File: src/design/iprs_pkg.sv
package iprs_pkg;

  localparam int ACC_WIDTH  = 64;
  localparam int HALF_WIDTH = 32;

  typedef enum logic [2:0] {
    SQ_IDLE,
    SQ_INIT,
    SQ_BOUND,
    SQ_DIV,
    SQ_CAND,
    SQ_EVAL,
    SQ_REPORT
  } seq_state_t;

  typedef enum logic [1:0] {
    EV_IDLE,
    EV_LO,
    EV_HI,
    EV_ADD
  } eval_state_t;

  typedef enum logic [1:0] {
    CAND_POS_D,
    CAND_NEG_D,
    CAND_POS_Q,
    CAND_NEG_Q
  } cand_sel_t;

  typedef struct packed {
    logic done;
    logic zero;
  } eval_status_t;

  typedef struct packed {
    logic done;
    logic exact;
  } div_status_t;

endpackage

File: src/design/iprs_if.sv
interface iprs_in_if #(parameter int COEF_WIDTH = 15);
  logic                         valid;
  logic                         ready;
  logic signed [COEF_WIDTH-1:0] coefficient;
  logic                         last;

  modport source (output valid, output coefficient, output last, input ready);
  modport sink (input valid, input coefficient, input last, output ready);
endinterface

interface iprs_out_if #(parameter int COEF_WIDTH = 15);
  logic                         valid;
  logic                         ready;
  logic                         found;
  logic signed [COEF_WIDTH-1:0] root;

  modport source (output valid, output found, output root, input ready);
  modport sink (input valid, input found, input root, output ready);
endinterface

File: src/design/iprs_div.sv
module iprs_div
  import iprs_pkg::*;
#(
  parameter int COEF_WIDTH = 15
) (
  input  logic                  clk,
  input  logic                  rst_n,
  input  logic                  start,
  input  logic [COEF_WIDTH-1:0] dividend,
  input  logic [COEF_WIDTH-1:0] divisor,
  output logic [COEF_WIDTH-1:0] quot,
  output div_status_t           status
);

  localparam int CNW = $clog2(COEF_WIDTH + 1);

  logic                  busy_r, busy_nxt;
  logic [CNW-1:0]        cnt_r, cnt_nxt;
  logic [COEF_WIDTH-1:0] dvd_r, dvd_nxt;
  logic [COEF_WIDTH-1:0] rem_r, rem_nxt;
  logic [COEF_WIDTH-1:0] dsr_r, dsr_nxt;
  div_status_t           status_r, status_nxt;
  logic [COEF_WIDTH:0]   trial;
  logic [COEF_WIDTH:0]   diff;

  // One quotient bit per cycle by restoring division.
  always_comb begin
    trial      = {rem_r, dvd_r[COEF_WIDTH-1]};
    diff       = trial - {1'b0, dsr_r};
    busy_nxt   = busy_r;
    cnt_nxt    = cnt_r;
    dvd_nxt    = dvd_r;
    rem_nxt    = rem_r;
    dsr_nxt    = dsr_r;
    status_nxt = '0;
    if (start) begin
      busy_nxt = 1'b1;
      cnt_nxt  = CNW'(COEF_WIDTH);
      dvd_nxt  = dividend;
      rem_nxt  = '0;
      dsr_nxt  = divisor;
    end else if (busy_r) begin
      if (!diff[COEF_WIDTH]) begin
        rem_nxt = diff[COEF_WIDTH-1:0];
        dvd_nxt = {dvd_r[COEF_WIDTH-2:0], 1'b1};
      end else begin
        rem_nxt = trial[COEF_WIDTH-1:0];
        dvd_nxt = {dvd_r[COEF_WIDTH-2:0], 1'b0};
      end
      cnt_nxt = cnt_r - CNW'(1);
      if (cnt_r == CNW'(1)) begin
        busy_nxt         = 1'b0;
        status_nxt.done  = 1'b1;
        status_nxt.exact = (rem_nxt == '0);
      end
    end
  end

  always_ff @(posedge clk) begin
    if (!rst_n) begin
      busy_r   <= 1'b0;
      cnt_r    <= '0;
      status_r <= '0;
    end else begin
      busy_r   <= busy_nxt;
      cnt_r    <= cnt_nxt;
      status_r <= status_nxt;
    end
    dvd_r <= dvd_nxt;
    rem_r <= rem_nxt;
    dsr_r <= dsr_nxt;
  end

  assign quot   = dvd_r;
  assign status = status_r;

endmodule

File: src/design/iprs_eval.sv
module iprs_eval
  import iprs_pkg::*;
#(
  parameter int COEF_WIDTH = 15,
  parameter int MAX_TERMS  = 9
) (
  input  logic                                   clk,
  input  logic                                   rst_n,
  input  logic                                   start,
  input  logic signed [COEF_WIDTH:0]             x,
  input  logic [$clog2(MAX_TERMS+1)-1:0]         terms,
  input  logic signed [COEF_WIDTH-1:0]           coef,
  output logic [(MAX_TERMS > 1 ? $clog2(MAX_TERMS) : 1)-1:0] coef_idx,
  output eval_status_t                           status
);

  localparam int XW = COEF_WIDTH + 1;
  localparam int PW = HALF_WIDTH + 1 + XW;
  localparam int CW = $clog2(MAX_TERMS + 1);
  localparam int IW = (MAX_TERMS > 1) ? $clog2(MAX_TERMS) : 1;

  eval_state_t              state_r, state_nxt;
  logic [ACC_WIDTH-1:0]     acc_r, acc_nxt;
  logic signed [XW-1:0]     x_r, x_nxt;
  logic [IW-1:0]            idx_r, idx_nxt;
  logic [ACC_WIDTH-1:0]     plo_r, plo_nxt;
  logic [HALF_WIDTH-1:0]    phi_r, phi_nxt;
  eval_status_t             status_r, status_nxt;
  logic [HALF_WIDTH-1:0]    a_sel;
  logic signed [PW-1:0]     prod;
  logic [CW-1:0]            terms_m1;
  logic [ACC_WIDTH-1:0]     sum;

  // Horner step acc * x + c in 64-bit wrapping arithmetic, with the product
  // split over the two 32-bit halves of the accumulator on one multiplier.
  always_comb begin
    a_sel      = (state_r == EV_LO) ? acc_r[HALF_WIDTH-1:0]
                                    : acc_r[ACC_WIDTH-1:HALF_WIDTH];
    prod       = $signed({1'b0, a_sel}) * x_r;
    terms_m1   = terms - CW'(1);
    sum        = plo_r + {phi_r, {HALF_WIDTH{1'b0}}} + ACC_WIDTH'(coef);
    state_nxt  = state_r;
    acc_nxt    = acc_r;
    x_nxt      = x_r;
    idx_nxt    = idx_r;
    plo_nxt    = plo_r;
    phi_nxt    = phi_r;
    status_nxt = '0;
    case (state_r)
      EV_IDLE: begin
        if (start) begin
          acc_nxt   = '0;
          x_nxt     = x;
          idx_nxt   = terms_m1[IW-1:0];
          state_nxt = EV_LO;
        end
      end
      EV_LO: begin
        plo_nxt   = ACC_WIDTH'(prod);
        state_nxt = EV_HI;
      end
      EV_HI: begin
        phi_nxt   = prod[HALF_WIDTH-1:0];
        state_nxt = EV_ADD;
      end
      EV_ADD: begin
        acc_nxt = sum;
        if (idx_r == '0) begin
          status_nxt.done = 1'b1;
          status_nxt.zero = (sum == '0);
          state_nxt       = EV_IDLE;
        end else begin
          idx_nxt   = idx_r - IW'(1);
          state_nxt = EV_LO;
        end
      end
      default: state_nxt = EV_IDLE;
    endcase
  end

  always_ff @(posedge clk) begin
    if (!rst_n) begin
      state_r  <= EV_IDLE;
      status_r <= '0;
    end else begin
      state_r  <= state_nxt;
      status_r <= status_nxt;
    end
    acc_r <= acc_nxt;
    x_r   <= x_nxt;
    idx_r <= idx_nxt;
    plo_r <= plo_nxt;
    phi_r <= phi_nxt;
  end

  assign coef_idx = idx_r;
  assign status   = status_r;

endmodule

File: src/design/integer_polynomial_root_search.sv
// Integer root search for a polynomial with integer coefficients. Coefficients
// arrive one per request, lowest power first, and up to MAX_TERMS are kept;
// later ones are dropped. A request with last set ends the polynomial: the
// block then tests each divisor d of the constant term n, from 1 while d*d
// does not exceed |n|, and for each divisor evaluates the candidates d, -d,
// n/d and -n/d in that order with exact 64-bit wrapping Horner evaluation.
// One result request follows: the first root found, or found low and a root
// of zero. After a coefficient without last the block stays idle and takes
// the next one. After last, each divisor trial runs in the bit-serial divider,
// and each candidate is evaluated on the single shared multiplier. No new
// coefficient is taken while a search runs.
module integer_polynomial_root_search
  import iprs_pkg::*;
#(
  parameter int MAX_TERMS  = 9,
  parameter int COEF_WIDTH = 15
) (
  input  logic       clk,
  input  logic       rst_n,
  iprs_in_if.sink    in_ch,
  iprs_out_if.source out_ch
);

  localparam int XW = COEF_WIDTH + 1;
  localparam int CW = $clog2(MAX_TERMS + 1);
  localparam int IW = (MAX_TERMS > 1) ? $clog2(MAX_TERMS) : 1;

  logic signed [COEF_WIDTH-1:0] coef_store [MAX_TERMS];
  logic signed [COEF_WIDTH-1:0] coef_rd_r;

  seq_state_t              state_r, state_nxt;
  logic [CW-1:0]           count_r, count_nxt;
  logic signed [COEF_WIDTH-1:0] n_r, n_nxt;
  logic                    n_neg_r, n_neg_nxt;
  logic [COEF_WIDTH-1:0]   mag_r, mag_nxt;
  logic [COEF_WIDTH-1:0]   d_r, d_nxt;
  logic [COEF_WIDTH:0]     sq_r, sq_nxt;
  logic [COEF_WIDTH-1:0]   q_r, q_nxt;
  cand_sel_t               k_r, k_nxt;
  logic                    found_r, found_nxt;
  logic signed [XW-1:0]    root_r, root_nxt;
  logic                    out_valid_r, out_valid_nxt;
  logic                    out_found_r, out_found_nxt;
  logic [COEF_WIDTH-1:0]   out_root_r, out_root_nxt;

  logic                    in_accept;
  logic                    div_start;
  logic                    eval_start;
  logic [COEF_WIDTH-1:0]   div_quot;
  div_status_t             div_status;
  eval_status_t            eval_status;
  logic [IW-1:0]           eval_idx;
  logic signed [XW-1:0]    n_ext;
  logic signed [XW-1:0]    n_abs;
  logic signed [XW-1:0]    d_ext;
  logic signed [XW-1:0]    q_ext;
  logic signed [XW-1:0]    cand;

  assign in_accept    = in_ch.valid && in_ch.ready;
  assign in_ch.ready  = (state_r == SQ_IDLE);
  assign out_ch.valid = out_valid_r;
  assign out_ch.found = out_found_r;
  assign out_ch.root  = out_root_r;

  always_ff @(posedge clk) begin
    if (in_accept && (count_r < CW'(MAX_TERMS))) begin
      coef_store[count_r[IW-1:0]] <= in_ch.coefficient;
    end
    coef_rd_r <= coef_store[eval_idx];
  end

  always_comb begin
    n_ext = XW'(n_r);
    n_abs = n_ext[XW-1] ? -n_ext : n_ext;
    d_ext = $signed({1'b0, d_r});
    q_ext = $signed({1'b0, q_r});
    case (k_r)
      CAND_POS_D: cand = d_ext;
      CAND_NEG_D: cand = -d_ext;
      CAND_POS_Q: cand = n_neg_r ? -q_ext : q_ext;
      CAND_NEG_Q: cand = n_neg_r ? q_ext : -q_ext;
      default:    cand = d_ext;
    endcase
  end

  always_comb begin
    state_nxt     = state_r;
    count_nxt     = count_r;
    n_nxt         = n_r;
    n_neg_nxt     = n_neg_r;
    mag_nxt       = mag_r;
    d_nxt         = d_r;
    sq_nxt        = sq_r;
    q_nxt         = q_r;
    k_nxt         = k_r;
    found_nxt     = found_r;
    root_nxt      = root_r;
    out_valid_nxt = out_valid_r && !out_ch.ready;
    out_found_nxt = out_found_r;
    out_root_nxt  = out_root_r;
    div_start     = 1'b0;
    eval_start    = 1'b0;
    case (state_r)
      SQ_IDLE: begin
        if (in_accept) begin
          if (count_r < CW'(MAX_TERMS)) begin
            count_nxt = count_r + CW'(1);
          end
          if (count_r == '0) begin
            n_nxt = in_ch.coefficient;
          end
          if (in_ch.last) begin
            state_nxt = SQ_INIT;
          end
        end
      end
      SQ_INIT: begin
        found_nxt = 1'b0;
        root_nxt  = '0;
        n_neg_nxt = n_ext[XW-1];
        mag_nxt   = n_abs[COEF_WIDTH-1:0];
        d_nxt     = COEF_WIDTH'(1);
        sq_nxt    = (COEF_WIDTH+1)'(1);
        if ((count_r == '0) || (n_ext == '0)) begin
          state_nxt = SQ_REPORT;
        end else begin
          state_nxt = SQ_BOUND;
        end
      end
      SQ_BOUND: begin
        if (sq_r > {1'b0, mag_r}) begin
          state_nxt = SQ_REPORT;
        end else begin
          div_start = 1'b1;
          state_nxt = SQ_DIV;
        end
      end
      SQ_DIV: begin
        if (div_status.done) begin
          if (div_status.exact) begin
            q_nxt     = div_quot;
            k_nxt     = CAND_POS_D;
            state_nxt = SQ_CAND;
          end else begin
            d_nxt     = d_r + COEF_WIDTH'(1);
            sq_nxt    = sq_r + {d_r, 1'b1};
            state_nxt = SQ_BOUND;
          end
        end
      end
      SQ_CAND: begin
        eval_start = 1'b1;
        state_nxt  = SQ_EVAL;
      end
      SQ_EVAL: begin
        if (eval_status.done) begin
          if (eval_status.zero) begin
            found_nxt = 1'b1;
            root_nxt  = cand;
            state_nxt = SQ_REPORT;
          end else if (k_r == CAND_NEG_Q) begin
            d_nxt     = d_r + COEF_WIDTH'(1);
            sq_nxt    = sq_r + {d_r, 1'b1};
            state_nxt = SQ_BOUND;
          end else begin
            k_nxt     = cand_sel_t'(k_r + 2'd1);
            state_nxt = SQ_CAND;
          end
        end
      end
      SQ_REPORT: begin
        if (!out_valid_r || out_ch.ready) begin
          out_valid_nxt = 1'b1;
          out_found_nxt = found_r;
          out_root_nxt  = root_r[COEF_WIDTH-1:0];
          count_nxt     = '0;
          state_nxt     = SQ_IDLE;
        end
      end
      default: state_nxt = SQ_IDLE;
    endcase
  end

  always_ff @(posedge clk) begin
    if (!rst_n) begin
      state_r     <= SQ_IDLE;
      count_r     <= '0;
      out_valid_r <= 1'b0;
    end else begin
      state_r     <= state_nxt;
      count_r     <= count_nxt;
      out_valid_r <= out_valid_nxt;
    end
    n_r         <= n_nxt;
    n_neg_r     <= n_neg_nxt;
    mag_r       <= mag_nxt;
    d_r         <= d_nxt;
    sq_r        <= sq_nxt;
    q_r         <= q_nxt;
    k_r         <= k_nxt;
    found_r     <= found_nxt;
    root_r      <= root_nxt;
    out_found_r <= out_found_nxt;
    out_root_r  <= out_root_nxt;
  end

  iprs_div #(
    .COEF_WIDTH (COEF_WIDTH)
  ) u_div (
    .clk      (clk),
    .rst_n    (rst_n),
    .start    (div_start),
    .dividend (mag_r),
    .divisor  (d_r),
    .quot     (div_quot),
    .status   (div_status)
  );

  iprs_eval #(
    .COEF_WIDTH (COEF_WIDTH),
    .MAX_TERMS  (MAX_TERMS)
  ) u_eval (
    .clk      (clk),
    .rst_n    (rst_n),
    .start    (eval_start),
    .x        (cand),
    .terms    (count_r),
    .coef     (coef_rd_r),
    .coef_idx (eval_idx),
    .status   (eval_status)
  );

  a_count_bound: assert property (@(posedge clk) disable iff (!rst_n)
    count_r <= CW'(MAX_TERMS))
    else $error("term count exceeds the store depth");

  a_result_from_report: assert property (@(posedge clk) disable iff (!rst_n)
    $rose(out_valid_r) |-> $past(state_r == SQ_REPORT))
    else $error("result raised outside the report step");

  a_not_found_root: assert property (@(posedge clk) disable iff (!rst_n)
    (out_ch.valid && !out_ch.found) |-> (out_ch.root == '0))
    else $error("nonzero root with found low");

  a_eval_done_in_eval: assert property (@(posedge clk) disable iff (!rst_n)
    eval_status.done |-> (state_r == SQ_EVAL))
    else $error("evaluation finished outside a candidate test");

endmodule
File: src/flat_wrapper.sv
// flat-port wrapper written by rule: the top's interface ports become plain ports
module integer_polynomial_root_search_flat import iprs_pkg::*;
#(
  parameter int MAX_TERMS  = 9,
  parameter int COEF_WIDTH = 15
)
  (clk, rst_n, in_ch_valid, in_ch_coefficient, in_ch_last, in_ch_ready, out_ch_valid, out_ch_found, out_ch_root, out_ch_ready);
  iprs_in_if #(.COEF_WIDTH(COEF_WIDTH)) in_ch_i ();
  iprs_out_if #(.COEF_WIDTH(COEF_WIDTH)) out_ch_i ();
  input  logic clk;
  input  logic rst_n;
  input wire logic [$bits(in_ch_i.valid)-1:0] in_ch_valid;
  input wire logic [$bits(in_ch_i.coefficient)-1:0] in_ch_coefficient;
  input wire logic [$bits(in_ch_i.last)-1:0] in_ch_last;
  output wire logic [$bits(in_ch_i.ready)-1:0] in_ch_ready;
  output wire logic [$bits(out_ch_i.valid)-1:0] out_ch_valid;
  output wire logic [$bits(out_ch_i.found)-1:0] out_ch_found;
  output wire logic [$bits(out_ch_i.root)-1:0] out_ch_root;
  input wire logic [$bits(out_ch_i.ready)-1:0] out_ch_ready;
  assign in_ch_i.valid = in_ch_valid;
  assign in_ch_i.coefficient = in_ch_coefficient;
  assign in_ch_i.last = in_ch_last;
  assign in_ch_ready = in_ch_i.ready;
  assign out_ch_valid = out_ch_i.valid;
  assign out_ch_found = out_ch_i.found;
  assign out_ch_root = out_ch_i.root;
  assign out_ch_i.ready = out_ch_ready;
  integer_polynomial_root_search #(.MAX_TERMS(MAX_TERMS), .COEF_WIDTH(COEF_WIDTH)) u_core (.clk(clk), .rst_n(rst_n), .in_ch(in_ch_i), .out_ch(out_ch_i));
endmodule
File: config.mk
export PLATFORM = sky130hd
export DESIGN_NAME = integer_polynomial_root_search_flat
export DESIGN_NICKNAME = d
export VERILOG_FILES = /design/src/design/iprs_pkg.sv /design/src/design/iprs_if.sv /design/src/design/iprs_div.sv /design/src/design/iprs_eval.sv /design/src/design/integer_polynomial_root_search.sv /design/src/flat_wrapper.sv
export SDC_FILE = /design/constraint.sdc
export NUM_CORES = 2
export LEC_CHECK = 0
export BUFFER_PORTS_ARGS = -buffer_cell sky130_fd_sc_hd__buf_2
export CAP_MARGIN = 20
export CELL_PAD_IN_SITES_DETAIL_PLACEMENT = 1
export CELL_PAD_IN_SITES_GLOBAL_PLACEMENT = 1
export CORE_MARGIN = 4
export CORE_UTILIZATION = 37
export DETAILED_ROUTE_END_ITERATION = 12
export PLACE_DENSITY_LB_ADDON = 0.1
export SKIP_CTS_REPAIR_TIMING = 1
export SYNTH_ARGS = -nofsm -noshare
export SYNTH_HDL_FRONTEND = slang
export SYNTH_SLANG_ARGS = --single-unit
File: constraint.sdc
create_clock -name clk -period 9.95 [get_ports clk]
set_input_delay 0.995 -clock clk [delete_from_list [all_inputs] [get_ports clk]]
set_output_delay 0.995 -clock clk [all_outputs]
set_load 0.01 [all_outputs]
==> impl_metrics.tcl <==
set metrics [dict create \
    grt.busiest_layer "met2" \
    drive_above_1_share_pct 6.85 \
    port_buffers 37 \
    clock_latency_ns 0.68 \
    drc 0 \
    r2r_cells 27 \
    hold_class "flip-flop to flip-flop" \
    yosys.area.top_type_share_pct 31.0 \
    worst_setup_path_end_kind "flip-flop" \
    routed_wirelength_mm 131 \
    startpoint_type "flip-flop" \
    grt_pass1_wl_mm 202 \
    netlist_instances 4100 \
    dieArea_um2 121000 \
    cap_violations 0 \
    areaGrowthSynthToFinish_pct 8.67 \
    grtUsageMet2_pct 38.1 \
    fmax_mhz 117 \
    ant_nets 0 \
    gp_congestion 0.869 \
    skew_ns 0.0878 \
    die_y_um 348 \
    setup_slack_ns 1.40 \
    clk_pin_slew_worst_paths_ns 0.06 \
    cp.required_ns 10.35 \
    rows 124 \
    nNetsFinal 4841 \
    tightest_slew_ns 1.07 \
    setup_violations 0 \
    timing.final.hold_violations 0 \
    ys_top_cells_by_area "edfxtp_1 (31%), fa_1 (21%), ha_1 (9.1%)" \
    reg2reg_setup_slack_ns 1.40 \
    place_ws_ns 1.32 \
    hpwl_mm 101 \
    r2r-end "u_core.u_eval.plo_r[47]" \
    slew_viol_final 0 \
    grt_start_max_net_pins 66 \
    track_usage_pct 21.9 \
    period_share_pct 85.9 \
    timing.critical_path.to "u_core.u_eval.plo_r[47]" \
    start_util_pct 37.3 \
    synth.most_common_cell "inv_1" \
    utilization_pct 40.5 \
    routed_via_density 5.22 \
    grt_setup_unrepaired "false" \
    use_met1_pct 30.1 \
    cts_buffers 56 \
    grtUsageMet3_pct 1.94 \
    synth_ff_type "edfxtp_1" \
    yosys_warnings 0 \
    syn_nets 4884 \
    synth_seq_cells 490 \
    post-route-min-period_ns 8.55 \
    worst-endpoint-arrival_ns 8.95 \
    cts_tree "built" \
    grt_pass1_vias 31800 \
    outcome "finished, final reports clean" \
    root_buffer "clkbuf_16" \
    timing.rr.start "u_core.u_eval.state_r[1]" \
    setup_tns_ns 0 \
    antenna_found_initial 1 \
    cts.htree.levels 2 \
    crit_path_start "u_core.u_eval.state_r[1]" \
    drt-pass1-iter-count 5 \
    path_class "flip-flop to flip-flop" \
    yosysTopAreaCell "edfxtp_1" \
    synth_commonest_cells "inv_1 (611), fa_1 (452), edfxtp_1 (441), nand2_1 (418), ha_1 (312)" \
    worstPathMaxFanout 20 \
    overflow 0 \
    slew_headroom_pct 28.8 \
    yosys.cell_types.count 85 \
    initialDrtViolationCount 1527 \
    dr_total_vias 29300 \
    core_um2 115000 \
    die-width_um 348 \
    syn_area_um2 42700 \
    synth.avg_cell_area_um2 10.4 \
    async_flop_share_pct 0 \
    io_pins 38 \
    synth_edf_count 441 \
    wire_per_inst_um 23.3 \
    ys_seq_area_share_pct 33.3 \
    clk_path_buf_depth 3 \
    cts.sinks 490 \
]
==> area by class of cell <==
cell class | instances | area [um^2]
antenna | 3 | 7.51
clock buffer | 79 | 1550
clock inverter | 26 | 307
fill | 12700 | 68100
inverter | 611 | 2290
multi-input combinational | 2814 | 25500
sequential | 490 | 14200
tap | 1512 | 1890
timing repair buffer | 84 | 574
==> metal layers <==
metal | vias up | routed length (um) | part of all wire (%)
met2 | 403 | 64900 | 49
met4 | 0 | 2620 | 2.0
li1 | 13500 | - | -
met1 | 15200 | 60200 | 46
met3 | 116 | 3450 | 2.6
met5 | - | 0 | 0
==> worst max-delay path, cell delays in order (launching register included) <==
cell      delay (ns)
dfxtp_1         0.34
inv_1           0.14
ha_4            0.34
mux2_2          0.61
and2_1          0.27
fa_1            0.56
inv_1           0.06
fa_1            0.54
fa_1            0.53
inv_1           0.05
fa_1            0.51
fa_1            0.50
inv_1           0.05
fa_1            0.47
inv_1           0.04
ha_1            0.35
a21oi_1         0.16
o21bai_1        0.08
a221o_1         0.37
a31oi_1         0.18
o31a_1          0.33
o221a_2         0.33
a2111o_1        0.30
o21ai_1         0.13
a21boi_0        0.38
o21ai_1         0.20
a221oi_1        0.37
xnor2_1         0.12
==> worst min-delay path by stage <==
| stage | startpoint | end | cells past startpoint |
|---|---|---|---|
| 5_1_grt | u_core.root_r[12] | u_core.out_ch.root[12] | 0 |
| 4_1_cts | u_core.root_r[12] | u_core.out_ch.root[12] | 0 |
| 3_3_place_gp | u_core.found_r | u_core.out_ch.found | 0 |
| 2_1_floorplan | u_core.found_r | u_core.out_ch.found | 0 |
| 3_5_place_dp | u_core.root_r[12] | u_core.out_ch.root[12] | 0 |
| 6_report | u_core.root_r[12] | u_core.out_ch.root[12] | 0 |
==> sequential cells by signal, indices dropped and copies added, names as in the netlist, 3 cells and up <==
signal	cells
u_core.coef_rd_r	15
u_core.coef_store	135
u_core.count_r	4
u_core.d_r	15
u_core.mag_r	15
u_core.n_r	15
u_core.out_ch.root	15
u_core.q_r	15
u_core.root_r	15
u_core.sq_r	16
u_core.state_r	3
u_core.u_div.cnt_r	4
u_core.u_div.dsr_r	15
u_core.u_div.quot	15
u_core.u_div.rem_r	15
u_core.u_eval.acc_r	64
u_core.u_eval.coef_idx	4
u_core.u_eval.phi_r	32
u_core.u_eval.plo_r	49
u_core.u_eval.x_r	16
==> layout by cell type (no fill, tap or decap), types with 57 or more instances in the layout <==
cell type	Yosys	routed
inv_1	611	611
fa_1	452	452
edfxtp_1	441	441
nand2_1	418	418
ha_1	312	310
and2_1	280	280
a21oi_1	187	186
nor2_1	178	176
xnor2_1	115	115
o21ai_0	115	114
a21o_1	74	74
clkbuf_16	0	57
==> kinds of logic (layout without fill, tap and decap cells) <==
kind of cell	count (synthesis)	count (layout)	share of synthesized area [%]
other	0	3	0
xor gates and xnor gates	164	164	3.36
AOI/OAI and AO/OA	599	599	8.96
muxes	115	115	3.39
DFF	490	490	33.3
adders and majority gates	764	764	30.3
buffers and inverters	796	800	7.06
and+or+nand+nor	1172	1172	13.6
==> through the flow <==
stage               instance area, um^2  hold WS [ns]  instances
floorplan                         42700         0.400       4100
global placement                  44500         0.404       5509
detailed placement                44500         0.414       5509
CTS                               46300         0.425       5614
global route                      46400         0.440       5616
finish                            46400         0.423       5619
Power is not shown: default switching activity piles up to over one toggle a cycle in this logic, so the estimate is an artifact.
